**src/sv/pma_pkg.sv**
```systemverilog
// ----------------------------------------------------------------------------
// pma_pkg - polygon moments accumulator package
// Field widths, derived arithmetic widths, queue sizing and the edge command
// that travels from the front part to the back part.
// ----------------------------------------------------------------------------
package pma_pkg;

    // Input field width (fixed) and the number of bits of it that count.
    localparam int COORD_W      = 12;
    localparam int COORD_BITS   = 12;
    localparam int MAX_VERTICES = 1024;
    localparam int CNT_W        = $clog2(MAX_VERTICES + 1);

    // Command queue between front and back.
    localparam int QUEUE_DEPTH = 4;
    localparam int QPTR_W      = $clog2(QUEUE_DEPTH);
    localparam int QCNT_W      = $clog2(QUEUE_DEPTH + 1);

    // Edge term widths.
    localparam int PROD_W  = 2 * COORD_W;          // coordinate product
    localparam int CROSS_W = 2 * COORD_W + 1;      // cross product c
    localparam int SUM_W   = COORD_W + 1;          // x1 + x2
    localparam int QSUM_W  = 2 * COORD_W + 1;      // x1^2 + x1*x2 + x2^2
    localparam int QXY_W   = 2 * COORD_W + 2;      // mixed quadratic
    localparam int FM_W    = SUM_W + CROSS_W;      // first moment term
    localparam int SM_W    = QSUM_W + CROSS_W;     // second moment term
    localparam int SMXY_W  = QXY_W + CROSS_W;      // mixed moment term

    // Accumulator widths.
    localparam int ACC_AREA_W = 35;
    localparam int ACC_M1_W   = 47;
    localparam int ACC_M2_W   = 59;
    localparam int ACC_MXY_W  = 60;

    // Result field widths.
    localparam int AREA_W = 34;
    localparam int M1_W   = 46;
    localparam int M2_W   = 58;
    localparam int MXY_W  = 59;

    typedef enum logic [1:0] {
        CMD_CLEAR,   // start of polygon: zero the accumulators
        CMD_EDGE,    // add one edge
        CMD_CLOSE    // add closing edge and emit the result
    } cmd_op_t;

    typedef struct packed {
        cmd_op_t                    op;
        logic                       overflow;
        logic signed [COORD_W-1:0]  x1;
        logic signed [COORD_W-1:0]  y1;
        logic signed [COORD_W-1:0]  x2;
        logic signed [COORD_W-1:0]  y2;
    } cmd_t;

    // Take the low COORD_BITS bits and sign-extend them to the field width.
    function automatic logic signed [COORD_W-1:0] coord_of(input logic [COORD_W-1:0] raw);
        logic [COORD_W-1:0] v;
        for (int i = 0; i < COORD_W; i++)
        begin
            v[i] = (i < COORD_BITS) ? raw[i] : raw[COORD_BITS-1];
        end
        return signed'(v);
    endfunction

endpackage

```
**src/sv/pma_queue.sv**
```systemverilog
// ----------------------------------------------------------------------------
// pma_queue - edge command queue
// Small show-ahead FIFO that decouples the vertex intake from the arithmetic.
// ----------------------------------------------------------------------------
module pma_queue
(
    input  logic           clk,
    input  logic           rst_n,
    input  logic           push,
    input  pma_pkg::cmd_t  push_cmd,
    output logic           full,
    input  logic           pop,
    output logic           not_empty,
    output pma_pkg::cmd_t  head
);

    pma_pkg::cmd_t                mem [pma_pkg::QUEUE_DEPTH];
    logic [pma_pkg::QPTR_W-1:0]   wr_ptr_reg, rd_ptr_reg;
    logic [pma_pkg::QCNT_W-1:0]   count_reg, count_next;

    assign full      = (count_reg == pma_pkg::QCNT_W'(pma_pkg::QUEUE_DEPTH));
    assign not_empty = (count_reg != '0);
    assign head      = mem[rd_ptr_reg];

    always_comb
    begin
        count_next = count_reg;
        if (push && !pop)
        begin
            count_next = count_reg + pma_pkg::QCNT_W'(1);
        end
        else if (pop && !push)
        begin
            count_next = count_reg - pma_pkg::QCNT_W'(1);
        end
    end

    always_ff @(posedge clk or negedge rst_n)
    begin
        if (!rst_n)
        begin
            wr_ptr_reg <= '0;
            rd_ptr_reg <= '0;
            count_reg  <= '0;
        end
        else
        begin
            count_reg <= count_next;
            if (push)
            begin
                wr_ptr_reg <= wr_ptr_reg + pma_pkg::QPTR_W'(1);
            end
            if (pop)
            begin
                rd_ptr_reg <= rd_ptr_reg + pma_pkg::QPTR_W'(1);
            end
        end
    end

    always_ff @(posedge clk)
    begin
        if (push)
        begin
            mem[wr_ptr_reg] <= push_cmd;
        end
    end

    a_no_push_full: assert property (@(posedge clk) disable iff (!rst_n)
        full |-> !push)
        else $error("write into full command queue");

    a_no_pop_empty: assert property (@(posedge clk) disable iff (!rst_n)
        pop |-> not_empty)
        else $error("read from empty command queue");

endmodule

```
**config.mk**
```make
export PLATFORM = sky130hd
export DESIGN_NAME = pma_queue
export DESIGN_NICKNAME = d
export VERILOG_FILES = /design/src/sv/pma_pkg.sv /design/src/sv/pma_queue.sv
export SDC_FILE = /design/constraint.sdc
export NUM_CORES = 1
export LEC_CHECK = 0
export BUFFER_PORTS_ARGS = -buffer_cell sky130_fd_sc_hd__buf_2
export CAP_MARGIN = 5
export CORE_AREA = 2 2 168 104
export DETAILED_ROUTE_END_ITERATION = 8
export DIE_AREA = 0 0 170 106
export HOLD_SLACK_MARGIN = 0.12
export PLACE_DENSITY = 0.74
export REMOVE_ABC_BUFFERS = 1
export SKIP_CTS_REPAIR_TIMING = 1
export SYNTH_ARGS = -nofsm -noshare
export SYNTH_HDL_FRONTEND = slang
export SYNTH_SLANG_ARGS = --single-unit
```
**constraint.sdc**
```tcl
create_clock -name clk -period 4.6 [get_ports clk]
set_input_delay 0.69 -clock clk [delete_from_list [all_inputs] [get_ports clk]]
set_output_delay 0.69 -clock clk [all_outputs]
set_load 0.02 [all_outputs]
```
==> Yosys cells after proc, flatten, opt, wreduce, memory -nomap -nowiden <==
Memories as Yosys holds them, arrays and structs flattened.
Cells that the tools add are included.
{ "op_classes": {"magnitude_cmp": 0, "mux": 4, "n_bitwise": 0, "add_sub_neg": 4, "n_eq_ne": 1, "shifts": 0, "mul": 0, "reduce_logical": 6, "div": 0} }
{ "op_table": {"columns": ["cell", "n"], "rows": [
  ["3-bit 2-to-1 mux", 2],
  ["2-bit by 1-bit adder with 2-bit output, second input constant", 2],
  ["3-bit by 1-bit adder with 3-bit output, second input constant", 1],
  ["3-bit == test, second input constant", 1],
  ["3-bit nonzero test", 1],
  ["3-bit by 1-bit subtractor with 3-bit output, second input constant", 1],
  ["1-bit logical AND", 2],
  ["1-bit zero test", 2],
  ["1-bit 2-to-1 mux", 2],
  ["2-bit nonzero test", 1]
]} }
{ "word_totals": {"latch_bits": 0, "rom_bits": 0, "mem_count": 1, "ff_bits": 7, "ram_bits": 204, "elab_cells": 19, "output_inout_bits": 53} }
{ "memory_table": {"columns": ["memory", "depth", "word_bits", "read_ports", "rd_ports_with_merged_regs", "write_ports", "line_no", "rtl"], "rows": [
  ["mem", 4, 51, 1, 0, 1, "pma_queue.sv:17", "pma_pkg::cmd_t mem [pma_pkg::QUEUE_DEPTH];"]
]} }

==> Logic depth before layout (Yosys ltp) <==
Gate-level depths: netlist of the first run.
{ "depth": {"depth_word": 4, "mapped_depth": 7, "mapped_depth_nobuf": 7} }

==> Least setup slack after synthesis of the first run <==
Ideal clock, no wire load.
{ "synth_timing": {"kind": "input to register", "start": "input port push", "end": "memory mem[1][0] in the netlist's numbering, enable pin", "arrival_time_ns": 1.907, "setup_ns": 0.414, "path_stages": 1, "setup_slack_ns": 2.279, "cell_sequence": "and2_1"} }
{ "synth_between": {"elab_chain_len": 2} }
{ "synth_rtl": {"columns": ["item", "line_no", "rtl"], "rows": [
  ["start, declared", "pma_queue.sv:9", "input logic push,"],
  ["1-bit 2-to-1 mux", "pma_queue.sv:62", "if (push)"],
  ["1-bit 2-to-1 mux (not written as such)", "pma_queue.sv:64", "mem[wr_ptr_reg] <= push_cmd;"],
  ["end, declared", "pma_queue.sv:17", null]
]} }
No other way between the ends.

==> flow_summary_export.csv, run 1 <==
group,metric,value,unit
outcome,run_status,"completed",
logic_synthesis,yosys.cell_types.count,20,
global_route,first_pass_grt_wire_length,21160,um
sta,fmax,0.3153,GHz
floorplan,start_util,46.91,%
setup_path,worstPathMaxFanout,35,
cells_and_area,fin_util,55.32,%
detailed_routing,drtAntennaViolNets,0,
sta,grt_setup_unrepaired,"no",
setup_path,crit_start,"rd_ptr_reg[1]",
setup_path,worst_path_largest_cell_delay,990,ps
floorplan,chipHeight,106,um
detailed_routing,avgViaCountPerCell,5.311,
clocking,clock_sink_count,211,
global_route,grt_pass1_vias,3735,
job,maxCapViolCount,0,
setup_path,worst_ep_arrival_time,2480,ps
global_route,global_route.usage.total,15.71,%
cells_and_area,largest_register_ffs,204,
sta,layout_min_cycle_time,3172,ps
logic_synthesis,synthTopCellsByCount,"204 x sky130_fd_sc_hd__edfxtp_1, 48 x sky130_fd_sc_hd__mux4_2, 7 x sky130_fd_sc_hd__dfrtp_1",
detailed_routing,post_drt_wl_per_cell,21.16,um
clocking,clock_path_buffers,3,
setup_path,crit_cells,3,
global_route,grt_antenna_before_repair,1,
floorplan,design.portCount,108,
setup_path,critical_path_class,"register to primary output",
sta,worst-slew-pin-transition,1057,ps
sta,final_cycle_utilization_of_the_critical_path,68.95,%
logic_synthesis,synthArstFlopShare,3.318,%
logic_synthesis,postSynthRegisterBits,211,
clocking,cts.reportedPaths.clkPinSlew,70,ps
placed_design,buffer_ports.inserted,107,
cells_and_area,nets_final,485,
setup_path,critPathLaunchType,"register",
power_and_ir_drop,max-vdd-ir-drop,406.4,uV
logic_synthesis,post_synth_top_area_share,78.36,%
placed_design,detailed_place_hpwl,8097,um
cells_and_area,post_route_cells_drive_above_1_share,45.21,%
setup_path,r2r_cells,4,
detailed_routing,totalWireLength,13820,um
sta,totalNegativeSetupSlack,0,ps
floorplan,num_rows,37,
setup_path,end_kind,"primary output",
sta,worst_clock_skew,7.696,ps
floorplan,floorplan.die.width,170,um
cells_and_area,n_fill_cell,1282,
logic_synthesis,synth_top_area_cell,"sky130_fd_sc_hd__edfxtp_1",
logic_synthesis,synth.yosys.seq_area_share,80.60,%
sta,final-hold-violation-count,0,
setup_path,slowest_library_cell_on_the_worst_path,"sky130_fd_sc_hd__dfrtp_2",
logic_synthesis,yosys_most_used_dff,"sky130_fd_sc_hd__edfxtp_1",
detailed_routing,firstDrtPassIters,4,
detailed_routing,total_vias_in_the_final_route,3468,
floorplan,die_area,18020,um2
setup_path,endpoint_of_the_most_critical_register_to_register_path,"mem[1][44]",
setup_path,kind_of_cell_with_the_highest_combined_delay_on_the_critical_path,"flip-flops",
power_and_ir_drop,leakage_power_figure,3.189,nW
worst_hold_path,worst_hold_path_type,"primary input to register",
sta,max_slew_margin,29.54,%
logic_synthesis,count_leader_synth,"sky130_fd_sc_hd__edfxtp_1",
setup_path,cp.buffers_inverters,2,
logic_synthesis,netlist_area,7817,um2
clocking,cts-root-buf,"sky130_fd_sc_hd__clkbuf_16",
global_route,grt_overflow_total,0,
global_route,largest_net_degree_at_the_start_of_global_routing,54,
power_and_ir_drop,power.density_cell_area,667.6,nW/um2
detailed_routing,drt_iter0_drc,181,
logic_synthesis,synth_enable_flop_cells,204,
placed_design,gp_congestion,0.6888,
cells_and_area,synthToLayoutAreaGrowth,17.94,%
logic_synthesis,synthesis.instances,301,
setup_path,crit_chain,"buf_4, mux4_2, buf_2",
logic_synthesis,yosysWarningCount,0,
clocking,tritoncts,"done",
clocking,clk_latency,480,ps
setup_path,critPathRequiredTime,3910,ps
clocking,tritoncts.num_buffers,20,
sta,total_setup_violations_reported_at_the_end_of_the_flow,0,
sta,drv_slew,0,
logic_synthesis,synthesized_area_per_cell,25.97,um2
setup_path,ff2ff_setup_slack,2340,ps
setup_path,crit-reg2reg-launch,"wr_ptr_reg[1]",
floorplan,design.core.area,16670,um2
detailed_routing,drc,0,
logic_synthesis,synth.area.top_cells,"sky130_fd_sc_hd__edfxtp_1 78%, sky130_fd_sc_hd__mux4_2 14%, sky130_fd_sc_hd__dfrtp_1 2.2%, sky130_fd_sc_hd__buf_12 1.3%, sky130_fd_sc_hd__mux4_1 1.0%",
clocking,h-tree-depth,1,
setup_path,critPathCapture,"head[32]",
## cells in the final DEF (no fill, tap or decap), drive strengths merged
cell and n:
fa 1, inv 5, clkinvlp 1, xnor2 2
buf 112, mux2 1, edfxtp 204, dfrtp 7
xor2 4, bufinv 2, clkinv 5, nor3b 1
or3 1, ha 5, diode 1, clkbuf 27
nor2 1, mux4 51, o21ai 1, nand2 2
dlygate4sd3 1, and2 4
## cell type report
class                      count  area, um2  area share [%]
multi-input combinational     74       1366           14.82
tap                          214      267.8           2.904
clock buffer                  27      578.1           6.270
timing repair buffer         113      583.1           6.324
inverter                       4      15.01          0.1628
antenna                        1      2.502         0.02714
sequential                   211       6306           68.39
clock inverter                 9      101.3           1.099
## per-layer routing
layer	up-vias	track usage, %	routed length, um
li1	1525	-	-
met1	1798	22.40	6119
met2	119	24.87	6377
met3	24	4.393	1107
met4	2	2.869	205
met5	-	0	7
## kinds of logic (layout without fill, tap and decap cells)
kind of cell             count (synthesis)  after routing  synth area share (%)
other                                    0              1                     0
AO/OA/AOI/OAI                            1              1               0.06396
XOR/XNOR                                 6              6                0.6722
AND/OR/NAND/NOR                          9              9                0.6402
multiplexers                            52             52                 14.98
buffers and inverters                   16            153                 1.985
adder cells (fa/ha/maj)                  6              6                 1.056
flip-flops                             211            211                 80.60
## where the power goes
part	internal (mW)	total [mW]	switching [mW]
Clock	0.999	1.68	0.677
Sequential	2.52	2.81	0.294
Combinational	0.742	1.67	0.924
## worst reg2reg max path, stage by stage, from the launching register on
cell,delay [ps]
sky130_fd_sc_hd__dfrtp_1,400
sky130_fd_sc_hd__inv_1,100
sky130_fd_sc_hd__ha_1,150
sky130_fd_sc_hd__and2_2,830
sky130_fd_sc_hd__buf_4,450
## how the worst min path moves through the flow
stage                 startpoint             to  slack, ps  depth (start not counted)
floorplan                  rst_n   count_reg[0]        390                          0
CTS                        rst_n  wr_ptr_reg[0]         10                          1
finish                       pop  rd_ptr_reg[0]        420                          2
global placement    count_reg[2]   count_reg[2]        470                          1
detailed placement  count_reg[2]   count_reg[2]        480                          1
global route        push_cmd[29]     mem[3][29]        410                          1
## stage by stage
| stage | total power [mW] | hold slack (ps) | instances | instance area (um2) | setup slack, ps |
|---|---|---|---|---|---|
| after floorplan | 3.949 | 394.4 | 289 | 7677 | 1008 |
| after global placement | 4.512 | 466.9 | 615 | 8528 | 1879 |
| after detailed placement | 4.573 | 481.0 | 615 | 8528 | 1849 |
| after CTS | 6.252 | 14.71 | 651 | 9208 | 1326 |
| after global routing | 6.452 | 406.3 | 652 | 9218 | 1226 |
| final | 6.155 | 417.3 | 653 | 9220 | 1428 |
Power figures use the tool's default switching activity.
==> run 2, diff against run 1 <==
==> constraint.sdc (replaced) <==
create_clock -name clk -period 3.25 [get_ports clk]
set_input_delay 0.4875 -clock clk [delete_from_list [all_inputs] [get_ports clk]]
set_output_delay 0.4875 -clock clk [all_outputs]
set_load 0.02 [all_outputs]
==> run 2 against run 1 <==
Non-clock buffer count rose by 4. Sequential share of layout area up 0.093 points. Worst hold slack worse by 200 ps. Cell area down 0.14%. Clock-buffer cell count grew 1. Critical path type unchanged.
==> flow_summary_export.csv, run 2 (same netlist as run 1, synthesis figures left out) <==
group,metric,value,unit
job,maxCapViolCount,0,
placed_design,gp_congestion,0.7047,
sta,max_slew_margin,42.05,%
sta,total_setup_violations_reported_at_the_end_of_the_flow,0,
setup_path,worstPathMaxFanout,24,
setup_path,critPathLaunchType,"register",
placed_design,buffer_ports.inserted,107,
cells_and_area,post_route_cells_drive_above_1_share,44.34,%
clocking,clk_latency,480,ps
global_route,grt_overflow_total,0,
cells_and_area,largest_register_ffs,204,
detailed_routing,totalWireLength,13580,um
setup_path,worst_ep_arrival_time,2230,ps
clocking,tritoncts.num_buffers,20,
global_route,largest_net_degree_at_the_start_of_global_routing,52,
floorplan,floorplan.die.width,170,um
detailed_routing,drtAntennaViolNets,0,
sta,worst_clock_skew,6.277,ps
floorplan,start_util,46.91,%
detailed_routing,avgViaCountPerCell,5.289,
global_route,first_pass_grt_wire_length,20840,um
detailed_routing,met2WireLength,6544,um
clocking,clock_path_buffers,3,
cells_and_area,nets_final,489,
clocking,tritoncts,"done",
detailed_routing,met3WireLength,905,um
detailed_routing,firstDrtPassIters,4,
cells_and_area,synthToLayoutAreaGrowth,17.78,%
setup_path,slowest_library_cell_on_the_worst_path,"sky130_fd_sc_hd__dfrtp_4",
floorplan,chipHeight,106,um
detailed_routing,drt-met1-wl,5903,um
placed_design,detailed_place_hpwl,8297,um
power_and_ir_drop,report.power.total,8.508,mW
setup_path,critical_path_class,"register to primary output",
sta,grt_setup_unrepaired,"no",
global_route,grt_pass1_vias,3700,
detailed_routing,topRoutingLayerUsed,"met5",
setup_path,critPathRequiredTime,2760,ps
cells_and_area,layout.cells.most_common,"sky130_fd_sc_hd__edfxtp_1",
floorplan,design.portCount,108,
floorplan,die_area,18020,um2
cells_and_area,fin_util,55.25,%
power_and_ir_drop,power.density_cell_area,924.0,nW/um2
setup_path,crit_chain,"buf_12, mux4_2, buf_2",
clocking,clock_sink_count,211,
global_route,global_route.usage.total,15.58,%
sta,final_cycle_utilization_of_the_critical_path,83.72,%
global_route,grt_antenna_before_repair,2,
floorplan,num_rows,37,
sta,worst-slew-pin-transition,869.2,ps
setup_path,end_kind,"primary output",
cells_and_area,most-common-layout-cells,"204 x sky130_fd_sc_hd__edfxtp_1, 107 x sky130_fd_sc_hd__buf_2, 48 x sky130_fd_sc_hd__mux4_2",
sta,fin_worst_hold_slack,219.0,ps
floorplan,design.core.area,16670,um2
sta,final-hold-violation-count,0,
clocking,h-tree-depth,1,
power_and_ir_drop,max-vdd-ir-drop,500.8,uV
detailed_routing,drt_iter0_drc,274,
detailed_routing,total_vias_in_the_final_route,3475,
sta,drv_slew,0,
worst_hold_path,worst_hold_path_type,"primary input to register",
clocking,cts-root-buf,"sky130_fd_sc_hd__clkbuf_16",
detailed_routing,post_drt_wl_per_cell,20.67,um
clocking,cts.reportedPaths.clkPinSlew,60,ps
power_and_ir_drop,leakage_power_figure,3.180,nW
sta,totalNegativeSetupSlack,0,ps
setup_path,worst_path_largest_cell_delay,730,ps
sta,layout_min_cycle_time,2721,ps
outcome,run_status,"completed",
sta,fmax,0.3675,GHz
detailed_routing,drc,0,
==> run 2: cell count changes in the layout (fill, tap and decap cells not counted), sizes merged <==
cell,delta
bufinv,-2
clkinvlp,-1
inv,-1
clkinv,+3
clkbuf,+1
buf,+4
==> run 2: power by group <==
group          switching [mW]  internal [mW]
Sequential              0.273           3.57
Combinational            1.46           1.12
Clock                   0.903           1.18
==> run 2: final timing paths <==
path | end | startpoint | cells past startpoint | slack, ps
worst min register to register | count_reg[2] | count_reg[2] | 1 | 490
max in group asynchronous | rd_ptr_reg[0] | rst_n | 2 | 2710
worst min-delay path | mem[2][18] | push_cmd[18] | 1 | 220
worst max-delay path | head[7] | rd_ptr_reg[0] | 3 | 530
worst max register to register | mem[0][49] | wr_ptr_reg[0] | 4 | 1280
min in group asynchronous | rd_ptr_reg[0] | rst_n | 2 | 370
==> run 2: cell type report <==
class / count / area, um2
clock inverter: 8 / 35.03
clock buffer: 28 / 551.8
sequential: 211 / 6306
antenna: 1 / 2.502
multi-input combinational: 74 / 1366
inverter: 4 / 15.01
tap: 214 / 267.8
fill: 1270 / 7458
timing repair buffer: 117 / 663.1
==> run 2: routing by layer <==
layer / track usage [%] / up-vias
li1: - / 1540
met1: 21.07 / 1809
met2: 25.34 / 105
met3: 4.877 / 19
met4: 3.358 / 2
met5: 0 / -
==> run 2: stage by stage <==
step / instance area [um2] / instances / setup WS, ps
after floorplan: 7677 / 289 / -139.3
after global placement: 8608 / 619 / 992.1
after detailed placement: 8608 / 619 / 995.8
after CTS: 9195 / 655 / 469.0
after global routing: 9205 / 656 / 384.6
final: 9208 / 657 / 529.2
==> run 2: critical path: cells and delay by family, from the launching register on <==
family                 cells  cell delay (ps)
flip-flops                 1              730
multiplexers               1              550
buffers and inverters      2              450
