### config.mk
export PLATFORM = sky130hd
export DESIGN_NAME = pma_front
export DESIGN_NICKNAME = d
export VERILOG_FILES = /design/src/sv/pma_pkg.sv /design/src/sv/pma_front.sv
export SDC_FILE = /design/constraint.sdc
export NUM_CORES = 1
export LEC_CHECK = 0
export BUFFER_PORTS_ARGS = -buffer_cell sky130_fd_sc_hd__buf_2
export CAP_MARGIN = 0
export CORE_ASPECT_RATIO = 0.75
export CORE_MARGIN = 3
export CORE_UTILIZATION = 47
export DETAILED_ROUTE_END_ITERATION = 8
export PLACE_DENSITY = 0.68
export SLEW_MARGIN = 5
export SYNTH_ARGS = -nofsm -noshare
export SYNTH_HDL_FRONTEND = slang
export SYNTH_SLANG_ARGS = --single-unit
### constraint.sdc
create_clock -name clk -period 4.4 [get_ports clk]
set_clock_uncertainty 0.2 [all_clocks]
set_input_delay 0.66 -clock clk [delete_from_list [all_inputs] [get_ports clk]]
set_output_delay 0.66 -clock clk [all_outputs]
set_load 0.05 [all_outputs]
### src/sv/pma_pkg.sv
// ----------------------------------------------------------------------------
// pma_pkg - polygon moments accumulator package
// Field widths, derived arithmetic widths, queue sizing and the edge command
// that travels from the front part to the back part.
// ----------------------------------------------------------------------------
package pma_pkg;

    // Input field width (fixed) and the number of bits of it that count.
    localparam int COORD_W      = 12;
    localparam int COORD_BITS   = 12;
    localparam int MAX_VERTICES = 1024;
    localparam int CNT_W        = $clog2(MAX_VERTICES + 1);

    // Command queue between front and back.
    localparam int QUEUE_DEPTH = 4;
    localparam int QPTR_W      = $clog2(QUEUE_DEPTH);
    localparam int QCNT_W      = $clog2(QUEUE_DEPTH + 1);

    // Edge term widths.
    localparam int PROD_W  = 2 * COORD_W;          // coordinate product
    localparam int CROSS_W = 2 * COORD_W + 1;      // cross product c
    localparam int SUM_W   = COORD_W + 1;          // x1 + x2
    localparam int QSUM_W  = 2 * COORD_W + 1;      // x1^2 + x1*x2 + x2^2
    localparam int QXY_W   = 2 * COORD_W + 2;      // mixed quadratic
    localparam int FM_W    = SUM_W + CROSS_W;      // first moment term
    localparam int SM_W    = QSUM_W + CROSS_W;     // second moment term
    localparam int SMXY_W  = QXY_W + CROSS_W;      // mixed moment term

    // Accumulator widths.
    localparam int ACC_AREA_W = 35;
    localparam int ACC_M1_W   = 47;
    localparam int ACC_M2_W   = 59;
    localparam int ACC_MXY_W  = 60;

    // Result field widths.
    localparam int AREA_W = 34;
    localparam int M1_W   = 46;
    localparam int M2_W   = 58;
    localparam int MXY_W  = 59;

    typedef enum logic [1:0] {
        CMD_CLEAR,   // start of polygon: zero the accumulators
        CMD_EDGE,    // add one edge
        CMD_CLOSE    // add closing edge and emit the result
    } cmd_op_t;

    typedef struct packed {
        cmd_op_t                    op;
        logic                       overflow;
        logic signed [COORD_W-1:0]  x1;
        logic signed [COORD_W-1:0]  y1;
        logic signed [COORD_W-1:0]  x2;
        logic signed [COORD_W-1:0]  y2;
    } cmd_t;

    // Take the low COORD_BITS bits and sign-extend them to the field width.
    function automatic logic signed [COORD_W-1:0] coord_of(input logic [COORD_W-1:0] raw);
        logic [COORD_W-1:0] v;
        for (int i = 0; i < COORD_W; i++)
        begin
            v[i] = (i < COORD_BITS) ? raw[i] : raw[COORD_BITS-1];
        end
        return signed'(v);
    endfunction

endpackage

### src/sv/pma_front.sv
// ----------------------------------------------------------------------------
// pma_front - vertex intake
// Tracks first and previous vertex, vertex count and overflow, and turns each
// request into queue commands: clear or edge (none if dropped), close if last.
// ----------------------------------------------------------------------------
module pma_front
(
    input  logic                                 clk,
    input  logic                                 rst_n,
    input  logic                                 in_valid,
    output logic                                 in_stall,
    input  logic signed [pma_pkg::COORD_W-1:0]   vertex_x,
    input  logic signed [pma_pkg::COORD_W-1:0]   vertex_y,
    input  logic                                 last_vertex,
    input  logic                                 q_full,
    output logic                                 push,
    output pma_pkg::cmd_t                        push_cmd
);

    logic signed [pma_pkg::COORD_W-1:0] first_x_reg, first_x_next;
    logic signed [pma_pkg::COORD_W-1:0] first_y_reg, first_y_next;
    logic signed [pma_pkg::COORD_W-1:0] prev_x_reg, prev_x_next;
    logic signed [pma_pkg::COORD_W-1:0] prev_y_reg, prev_y_next;
    logic                               in_poly_reg, in_poly_next;
    logic [pma_pkg::CNT_W-1:0]          cnt_reg, cnt_next;
    logic                               ovf_reg, ovf_next;
    logic                               pend_reg, pend_next;
    pma_pkg::cmd_t                      pend_cmd_reg, pend_cmd_next;

    logic                               accept;
    logic signed [pma_pkg::COORD_W-1:0] x_c, y_c;
    pma_pkg::cmd_t                      cmd_a, cmd_b;
    logic                               a_valid, b_valid;

    assign x_c      = pma_pkg::coord_of(vertex_x);
    assign y_c      = pma_pkg::coord_of(vertex_y);
    assign in_stall = pend_reg | q_full;
    assign accept   = in_valid & ~in_stall;

    always_comb
    begin
        first_x_next = first_x_reg;
        first_y_next = first_y_reg;
        prev_x_next  = prev_x_reg;
        prev_y_next  = prev_y_reg;
        in_poly_next = in_poly_reg;
        cnt_next     = cnt_reg;
        ovf_next     = ovf_reg;
        cmd_a        = '0;
        cmd_b        = '0;
        a_valid      = 1'b0;
        b_valid      = 1'b0;

        if (!in_poly_reg)
        begin
            first_x_next = x_c;
            first_y_next = y_c;
            prev_x_next  = x_c;
            prev_y_next  = y_c;
            cnt_next     = pma_pkg::CNT_W'(1);
            ovf_next     = 1'b0;
            in_poly_next = 1'b1;
            cmd_a.op     = pma_pkg::CMD_CLEAR;
            a_valid      = 1'b1;
        end
        else if (cnt_reg < pma_pkg::CNT_W'(pma_pkg::MAX_VERTICES))
        begin
            prev_x_next = x_c;
            prev_y_next = y_c;
            cnt_next    = cnt_reg + pma_pkg::CNT_W'(1);
            cmd_a.op    = pma_pkg::CMD_EDGE;
            cmd_a.x1    = prev_x_reg;
            cmd_a.y1    = prev_y_reg;
            cmd_a.x2    = x_c;
            cmd_a.y2    = y_c;
            a_valid     = 1'b1;
        end
        else
        begin
            // vertex dropped, only the flag remembers it
            ovf_next = 1'b1;
        end

        if (last_vertex)
        begin
            in_poly_next   = 1'b0;
            cmd_b.op       = pma_pkg::CMD_CLOSE;
            cmd_b.overflow = ovf_next;
            cmd_b.x1       = prev_x_next;
            cmd_b.y1       = prev_y_next;
            cmd_b.x2       = first_x_next;
            cmd_b.y2       = first_y_next;
            b_valid        = 1'b1;
        end
    end

    // Queue write: a held second command goes first, once there is room.
    always_comb
    begin
        if (pend_reg)
        begin
            push      = ~q_full;
            push_cmd  = pend_cmd_reg;
            pend_next = q_full;
        end
        else
        begin
            push      = accept & (a_valid | b_valid);
            push_cmd  = a_valid ? cmd_a : cmd_b;
            pend_next = accept & a_valid & b_valid;
        end
        pend_cmd_next = accept ? cmd_b : pend_cmd_reg;
    end

    always_ff @(posedge clk or negedge rst_n)
    begin
        if (!rst_n)
        begin
            in_poly_reg <= 1'b0;
            cnt_reg     <= '0;
            ovf_reg     <= 1'b0;
            pend_reg    <= 1'b0;
        end
        else
        begin
            pend_reg <= pend_next;
            if (accept)
            begin
                in_poly_reg <= in_poly_next;
                cnt_reg     <= cnt_next;
                ovf_reg     <= ovf_next;
            end
        end
    end

    always_ff @(posedge clk)
    begin
        pend_cmd_reg <= pend_cmd_next;
        if (accept)
        begin
            first_x_reg <= first_x_next;
            first_y_reg <= first_y_next;
            prev_x_reg  <= prev_x_next;
            prev_y_reg  <= prev_y_next;
        end
    end

    a_close_ends_polygon: assert property (@(posedge clk) disable iff (!rst_n)
        (accept && last_vertex) |=> !in_poly_reg)
        else $error("polygon still open after final vertex");

    a_count_bounded: assert property (@(posedge clk) disable iff (!rst_n)
        cnt_reg <= pma_pkg::CNT_W'(pma_pkg::MAX_VERTICES))
        else $error("vertex count beyond limit");

endmodule

# Yosys cells after proc, flatten, opt, wreduce, memory -nomap -nowiden
# Index checks and enable logic that the tools add are counted.
# word_totals
register_bits	113
in_bits	29
output_inout_bits	53
wordCells	49
# classes
addsub	1
order_cmp	1
n_eq_ne	1
mux	23
n_bitwise	8
n_reduce_logical	1
# ops
cell	n
two-way mux 51 bit	3
two-way mux 48 bit	2
two-way mux 12 bit	6
two-way mux 11 bit	2
adder 11 x 1 -> 11 bit, second input constant	1
< comparator 11 bit, second input constant	1
two-way mux 1 bit	10
bitwise AND 1 bit	4
!= test 2 x 1 -> 1 bit, second input constant	1
NOT 1 bit	2
bitwise OR 1 bit	2
AND reduction 2 bit	1

# Longest topological paths before layout
# Gate-level depths: netlist of the first run.
# depth
depth_word	6
depth_mapped	6
ltp_nobuf	5

# Least setup slack after synthesis of the first run
# OpenSTA, ideal clock, no wires.
# synth_timing
path_kind	in2reg
from	input q_full
to	register cnt_reg[0] in the netlist's numbering
setup_time_ns	0.136
arrival_ns	3.425
required_ns	4.064
setup_slack_ns	0.638
path_stages	5
path_buffers	0
cell_sequence	or3b_1 inv_1 nand2_1 mux2i_1 a21oi_1
# synth_via
elab_chain_cells	4
# synth_lines
element	line	source
start, declared	pma_front.sv:15	input logic q_full,
bitwise OR 1 bit	pma_front.sv:37	assign in_stall = pend_reg | q_full;
NOT 1 bit	pma_front.sv:38	assign accept = in_valid & ~in_stall;
bitwise AND 1 bit	pma_front.sv:38	
net accept	pma_front.sv:30	logic accept;
AND reduction 2 bit (no source line)	--	
end signal, assigned	pma_front.sv:130	cnt_reg <= cnt_next;
end, declared	pma_front.sv:25	logic [pma_pkg::CNT_W-1:0] cnt_reg, cnt_next;
# The timed path passes the listed nets, and every way through them passes these cells.
# A chain may end at the register's enable or synchronous reset.

==> results of run 1 <==
## routing by layer
| metal | wire length [um] | vias up | track usage (%) | share of wire (%) |
|---|---|---|---|---|
| li1 | - | 1673 | - | - |
| met1 | 5190 | 1729 | 26.0 | 47 |
| met2 | 5180 | 116 | 28.2 | 47 |
| met3 | 666 | 6 | 4.45 | 6.0 |
| met4 | 48 | 0 | 3.67 | 0.43 |
| met5 | 0 | - | 0 | 0 |
## cells in the final DEF (no fill, tap or decap), drive strengths merged, types with 4 or more instances in the layout
cell type	Yosys	final
edfxtp	98	98
buf	16	89
o21ai	33	33
nor2	32	32
inv	29	30
mux2i	28	28
and2	25	25
a22o	25	25
mux2	24	24
a22oi	24	24
nand2	19	19
dfrtp	14	14
clkbuf	13	10
a21oi	5	5
or3	4	4
nand3	4	4
## layout make-up
class | instances | share of cell area, %
sequential | 112 | 54.6
multi-input combinational | 246 | 28.3
timing repair buffer | 89 | 7.92
clock buffer | 10 | 3.79
tap | 136 | 2.82
inverter | 29 | 1.84
clock inverter | 6 | 0.746
## worst max-delay path: stages
cell	delay, ns
buf_2	0.11
inv_2	0.40
or3_1	0.83
o21ai_0	0.22
buf_2	0.27
## cell families after synthesis
| group | synth area share (%) |
|---|---|
| flip-flops | 62.8 |
| AND/OR/NAND/NOR | 9.23 |
| AO/OA/AOI/OAI | 12.6 |
| buffers and inverters | 4.68 |
| multiplexers | 10.5 |
| adder cells (fa/ha/maj) | 0.239 |
## where the power goes
part	switching, mW	internal (mW)
sequential	0.0846	1.27
clock	0.368	0.386
combinational	0.477	0.197
## through the flow
stage / worst slack [ns] / instances / util [%] / area (um2)
final: 1.04 / 628 / 57.1 / 6040
after detailed placement: 1.02 / 612 / 54.5 / 5760
after CTS: 1.01 / 628 / 57.1 / 6040
after floorplan: 0.638 / 416 / - / 5240
after global routing: 0.796 / 628 / 57.1 / 6040
after global placement: 1.06 / 612 / 54.5 / 5760
## worst min path at each step
stage	end	start	slack [ns]	depth (start not counted)
after floorplan	cnt_reg[0]$_DFFE_PN0P_	rst_n	0.16	0
after global placement	ovf_reg$_DFFE_PN0P_	ovf_reg$_DFFE_PN0P_	0.29	2
after detailed placement	ovf_reg$_DFFE_PN0P_	ovf_reg$_DFFE_PN0P_	0.30	2
after CTS	cnt_reg[3]$_DFFE_PN0P_	rst_n	0.004	1
after global routing	cnt_reg[1]$_DFFE_PN0P_	rst_n	0.01	1
final	cnt_reg[3]$_DFFE_PN0P_	rst_n	0.007	1
==> run summary, run 1 <==
Status: complete, no violations
Area of the core: 10600 um2
Worst VDD drop: 274 uV
Die X: 128 um
Seq/Total Area, Yosys: 62.8%
Die Ht: 97.5 um
Rows: 32
Number of remaining DRC errors: 0
LEAKAGE: 2.46 nW
Synthesized flop and latch total: 112
Top cells by area, synth: edfxtp_1, dfrtp_1, mux2i_1, mux2_2, a22o_1
Crit Path Class: in2out
Setup_tns: 0 ns
Mean Syn Cell Area: 12.6 um2
Synth warnings: 0
Yosys top cell area share: 56.1%
Max Slew Vio Count: 0
Slew margin rel.: 36.9%
Finish-stage setup viols: 0
Worst slew pin tran: 0.947 ns
Placer Congestion: 0.806
Overall power: 2.78 mW
Hold Slack: 0.00730 ns
Commonest cells in the synthesized netlist: edfxtp_1, nor2_1, o21ai_0
Maximum operating frequency: 297 MHz
Maximum clock insertion buffer count: 2
Post-DRT Antenna Nets: 0
Fin. Hold Viols: 0
Storage element area: 3300 um2
EDFF count, synth: 98
Max Cap Viol: 0
Ys async rst share: 12.5%
Post-CTS Hold Fix Bufs: 0
Port Buf Inserts: 81
Share of cells above drive strength 1: 27.6%
Main flop type after synthesis: edfxtp_1
Die area: 12500 um2
Worst endpoint required time: 3.54 ns
Worst setup SP type: input pin
R2R depth: 3
Final critical-path share of the clock period: 76.4%
Max FO, Critical Path: 27
Distinct cells, synth: 38
P per Cell Area: 461 nW/um2
RSZ-0062 raised after global routing: no
Via count: 3524
Inserted Clock Buffers: 9
Area Overhead vs Synth: 15.1%
Max reg flops: 50
Clk Latency, worst-skew pair: 0.34 ns
Vias in the first global route: 3377
Initial antenna violation count: 0
Clk root buf: clkbuf_16
Clock sinks: 112
H-tree depth: 3
PostCTS Resize Cnt: 0
Post-DP HPWL: 7010 um
Clock-pin slew on the worst setup and hold paths: 0.07 ns
NumNets Final: 517
Num ports: 82
Post-Syn Nets: 446
Most common cell in the synthesized netlist: edfxtp_1
Mapped Cells: 416
Tot GR Track Use: 18.1%
Via-per-instance ratio: 5.61
Initial DRC Count: 290
Worst Setup End Kind: primary output
Hold WC Path Type: in2async
Fin crit period: 3.36 ns
Largest net degree at the start of global routing: 58
Total Wirelength: 11100 um
CTS tree: built
Area of the multi-input gates: 1710 um2
First-pass GRT wire length: 17800 um
Post-CTS setup buffer count: 0
Fill count: 887
CP endpoint: push_cmd[14]
Initial core utilization: 49.6%
WL/cell: 17.6 um
DR pass1 iterations: 5
Reg2Reg Setup Slack: 1.50 ns
Overflow after GRT: 0
Worst reg2reg path endpoint: pend_cmd_reg[17]$_DFFE_PP_
Largest area contributor in the netlist: edfxtp_1
Reg2reg start: pend_reg$_DFF_PN0_
Synthesized area: 5240 um2
Critical Path AT: 2.50 ns
Worst setup path start: last_vertex
N_diodes: 0
No activity file was read; power rests on OpenSTA's default activity.
==> inputs of run 2 (changes only) <==
--- a/config.mk
+++ b/config.mk
@@ -5,13 +5,14 @@
 export SDC_FILE = /design/constraint.sdc
 export NUM_CORES = 1
 export LEC_CHECK = 0
+export ABC_AREA = 1
 export BUFFER_PORTS_ARGS = -buffer_cell sky130_fd_sc_hd__buf_2
 export CAP_MARGIN = 0
 export CORE_ASPECT_RATIO = 0.75
 export CORE_MARGIN = 3
 export CORE_UTILIZATION = 47
 export DETAILED_ROUTE_END_ITERATION = 8
-export PLACE_DENSITY = 0.68
+export PLACE_DENSITY = 0.7
 export SLEW_MARGIN = 5
 export SYNTH_ARGS = -nofsm -noshare
 export SYNTH_HDL_FRONTEND = slang
==> constraint.sdc (replaced) <==
create_clock -name clk -period 2.85 [get_ports clk]
set_clock_uncertainty 0.2 [all_clocks]
set_input_delay 0.4275 -clock clk [delete_from_list [all_inputs] [get_ports clk]]
set_output_delay 0.4275 -clock clk [all_outputs]
set_load 0.05 [all_outputs]
==> run 2 against run 1 <==
  * Clock power grew 67%
  * Highest routed layer unchanged
  * Count of clock-buffer cells in the layout is 1 lower
  * Combinational power rose by 71%
  * Total power up 58%
  * Wire length increased by 15%
  * First-iteration DRC count rose by 49%
==> run summary, run 2 <==
CP max stage delay: 0.49 ns
Most frequent cells in the layout: nand2_1, nor2_1, edfxtp_1
Port Buf Inserts: 81
Setup_tns: 0 ns
Initial DRC Count: 432
Most common cell in the synthesized netlist: nand2_1
DR pass1 iterations: 5
Inserted Clock Buffers: 9
DP Area: 6110 um2
Fin crit period: 2.73 ns
Die X: 131 um
Hold WC Path Type: in2reg
Commonest cells in the synthesized netlist: nand2_1, nor2_1, edfxtp_1
Worst Setup End Kind: primary output
Clock sinks: 112
Top cells by area, synth: edfxtp_1, nand2_1, nor2_1, dfrtp_1, inv_1
LEAKAGE: 2.98 nW
Largest area contributor in the netlist: edfxtp_1
Post-Layout Inst Area: 6410 um2
Leading cell type in the layout, fill and taps excluded: nand2_1
Via-per-instance ratio: 5.34
Mean Syn Cell Area: 9.08 um2
Vias in the first global route: 4086
Placer Congestion: 0.806
CP Buf/Inv Count: 3
R2R depth: 5
Die Ht: 99.6 um
Worst setup path start: in_poly_reg$_DFFE_PN0P_
Slew margin rel.: 59.9%
First-pass GRT wire length: 20700 um
Core Util, Final: 57.5%
Tot GR Track Use: 20.3%
Area Overhead vs Synth: 16.9%
Rows: 33
Total Wirelength: 12700 um
Synthesized area: 5490 um2
Area of the core: 11100 um2
CP max stage cell: dfrtp_2
Num ports: 82
Clk Latency, worst-skew pair: 0.35 ns
P per Cell Area: 684 nW/um2
RSZ-0062 raised after global routing: no
Seq/Total Area, Yosys: 60.0%
Finish-stage setup viols: 0
Post-DP HPWL: 8380 um
Initial core utilization: 49.2%
Max Cap Viol: 0
Clk root buf: clkbuf_16
Maximum operating frequency: 367 MHz
Reg2reg start: pend_reg$_DFF_PN0_
Synth warnings: 0
Die area: 13000 um2
Max FO, Critical Path: 12
Mapped Cells: 604
Critical path cell sequence: inv_1 -> nor2_2 -> buf_4 -> a22oi_1 -> o21ai_0 -> buf_2
Post-Syn Nets: 634
Critical Path AT: 2.10 ns
Clock-pin slew on the worst setup and hold paths: 0.07 ns
Worst endpoint required time: 2.22 ns
Fin. Hold Viols: 0
Overflow after GRT: 0
Largest net degree at the start of global routing: 78
Synthesized flop and latch total: 112
Final critical-path share of the clock period: 95.7%
Status: complete, no violations
Worst slew pin tran: 0.601 ns
CP endpoint: push_cmd[0]
Initial antenna violation count: 0
H-tree depth: 3
WP depth: 6
Worst VDD drop: 361 uV
Yosys top cell area share: 53.6%
Max Slew Vio Count: 0
Reg2Reg Setup Slack: 0.69 ns
CTS tree: built
EDFF count, synth: 98
Critical path's top delay family: buffers and inverters
Distinct cells, synth: 28
Worst reg2reg path endpoint: prev_x_reg[1]$_DFFE_PP_
Fill count: 981
Worst setup SP type: flip-flop
Maximum clock insertion buffer count: 2
Number of remaining DRC errors: 0
WL/cell: 15.5 um
Post-DRT Antenna Nets: 0
Max reg flops: 50
Main flop type after synthesis: edfxtp_1
Crit Path Class: reg2out
NumNets Final: 709
Via count: 4402
Ys async rst share: 12.5%
N_diodes: 0
Share of cells above drive strength 1: 18.4%
-- run 2: cell count changes after synthesis, moves of 11 or more --
cell     change
a21oi_1     +16
o21ai_0     -11
mux2i_1     -28
inv_1       +56
o21ai_1     +36
mux2_2      -24
nand3_1     +27
nand2_1     +87
a22o_1      -25
and2_1      -25
nor2_1      +73
-- run 2: per-layer routing --
| layer | vias to the layer above | GRT usage, % | share of wire [%] |
|---|---|---|---|
| li1 | 2144 | - | - |
| met1 | 2081 | 30.3 | 45 |
| met5 | - | 0 | 0 |
| met2 | 159 | 29.9 | 46 |
| met4 | 0 | 5.69 | 1.7 |
| met3 | 18 | 4.83 | 7.3 |
-- run 2: cell families after synthesis --
logic type | share of synthesized area (%)
XOR/XNOR | 0.160
AO/OA/AOI/OAI | 11.7
buffers and inverters | 8.83
flip-flops | 60.0
adder cells (fa/ha/maj) | 0.228
AND/OR/NAND/NOR | 19.1
-- run 2: stage by stage --
stage | setup slack [ns] | total power [mW] | std cells | hold WS (ns)
2_1_floorplan | 0.167 | 2.82 | 604 | -0.0681
3_3_place_gp | 0.540 | 3.14 | 807 | 0.146
3_5_place_dp | 0.502 | 3.16 | 807 | 0.146
4_1_cts | 0.117 | 4.41 | 824 | 0.128
5_1_grt | 0.00555 | 4.57 | 824 | 0.135
6_report | 0.122 | 4.39 | 824 | 0.130
-- run 2: power breakdown --
group	switching (mW)	internal, mW	total (mW)
clock network	0.581	0.682	1.26
logic	0.860	0.287	1.15
registers	0.0531	1.92	1.98
-- run 2: how the worst min path moves through the flow --
stage | start | endpoint | slack, ns | cells past startpoint
final | last_vertex | pend_cmd_reg[50]$_DFFE_PP_ | 0.13 | 1
after global placement | rst_n | cnt_reg[8]$_DFFE_PN0P_ | 0.15 | 1
after global routing | last_vertex | pend_cmd_reg[50]$_DFFE_PP_ | 0.13 | 1
after floorplan | rst_n | cnt_reg[0]$_DFFE_PN0P_ | -0.07 | 0
after detailed placement | rst_n | cnt_reg[6]$_DFFE_PN0P_ | 0.15 | 1
after CTS | last_vertex | pend_cmd_reg[50]$_DFFE_PP_ | 0.13 | 1
-- run 2: repair_timing --
action / CTS / global route
hold endpoints to repair: 14 / 0
gates resized for setup: 0 / 0
hold buffers: 1 / 0
buffers inserted: 0 / 0
endpoints found under the setup margin: 0 / 0
-- run 2: final cells by class --
cell class	instances	area, um2	share of cell area (%)
multi-input cells	370	1710	26.6
inverters	88	334	5.21
repair buffers	98	603	9.41
well taps	140	175	2.73
flip-flops and latches	112	3300	51.4
clock buffers	9	225	3.51
clock inverters	7	68.8	1.07
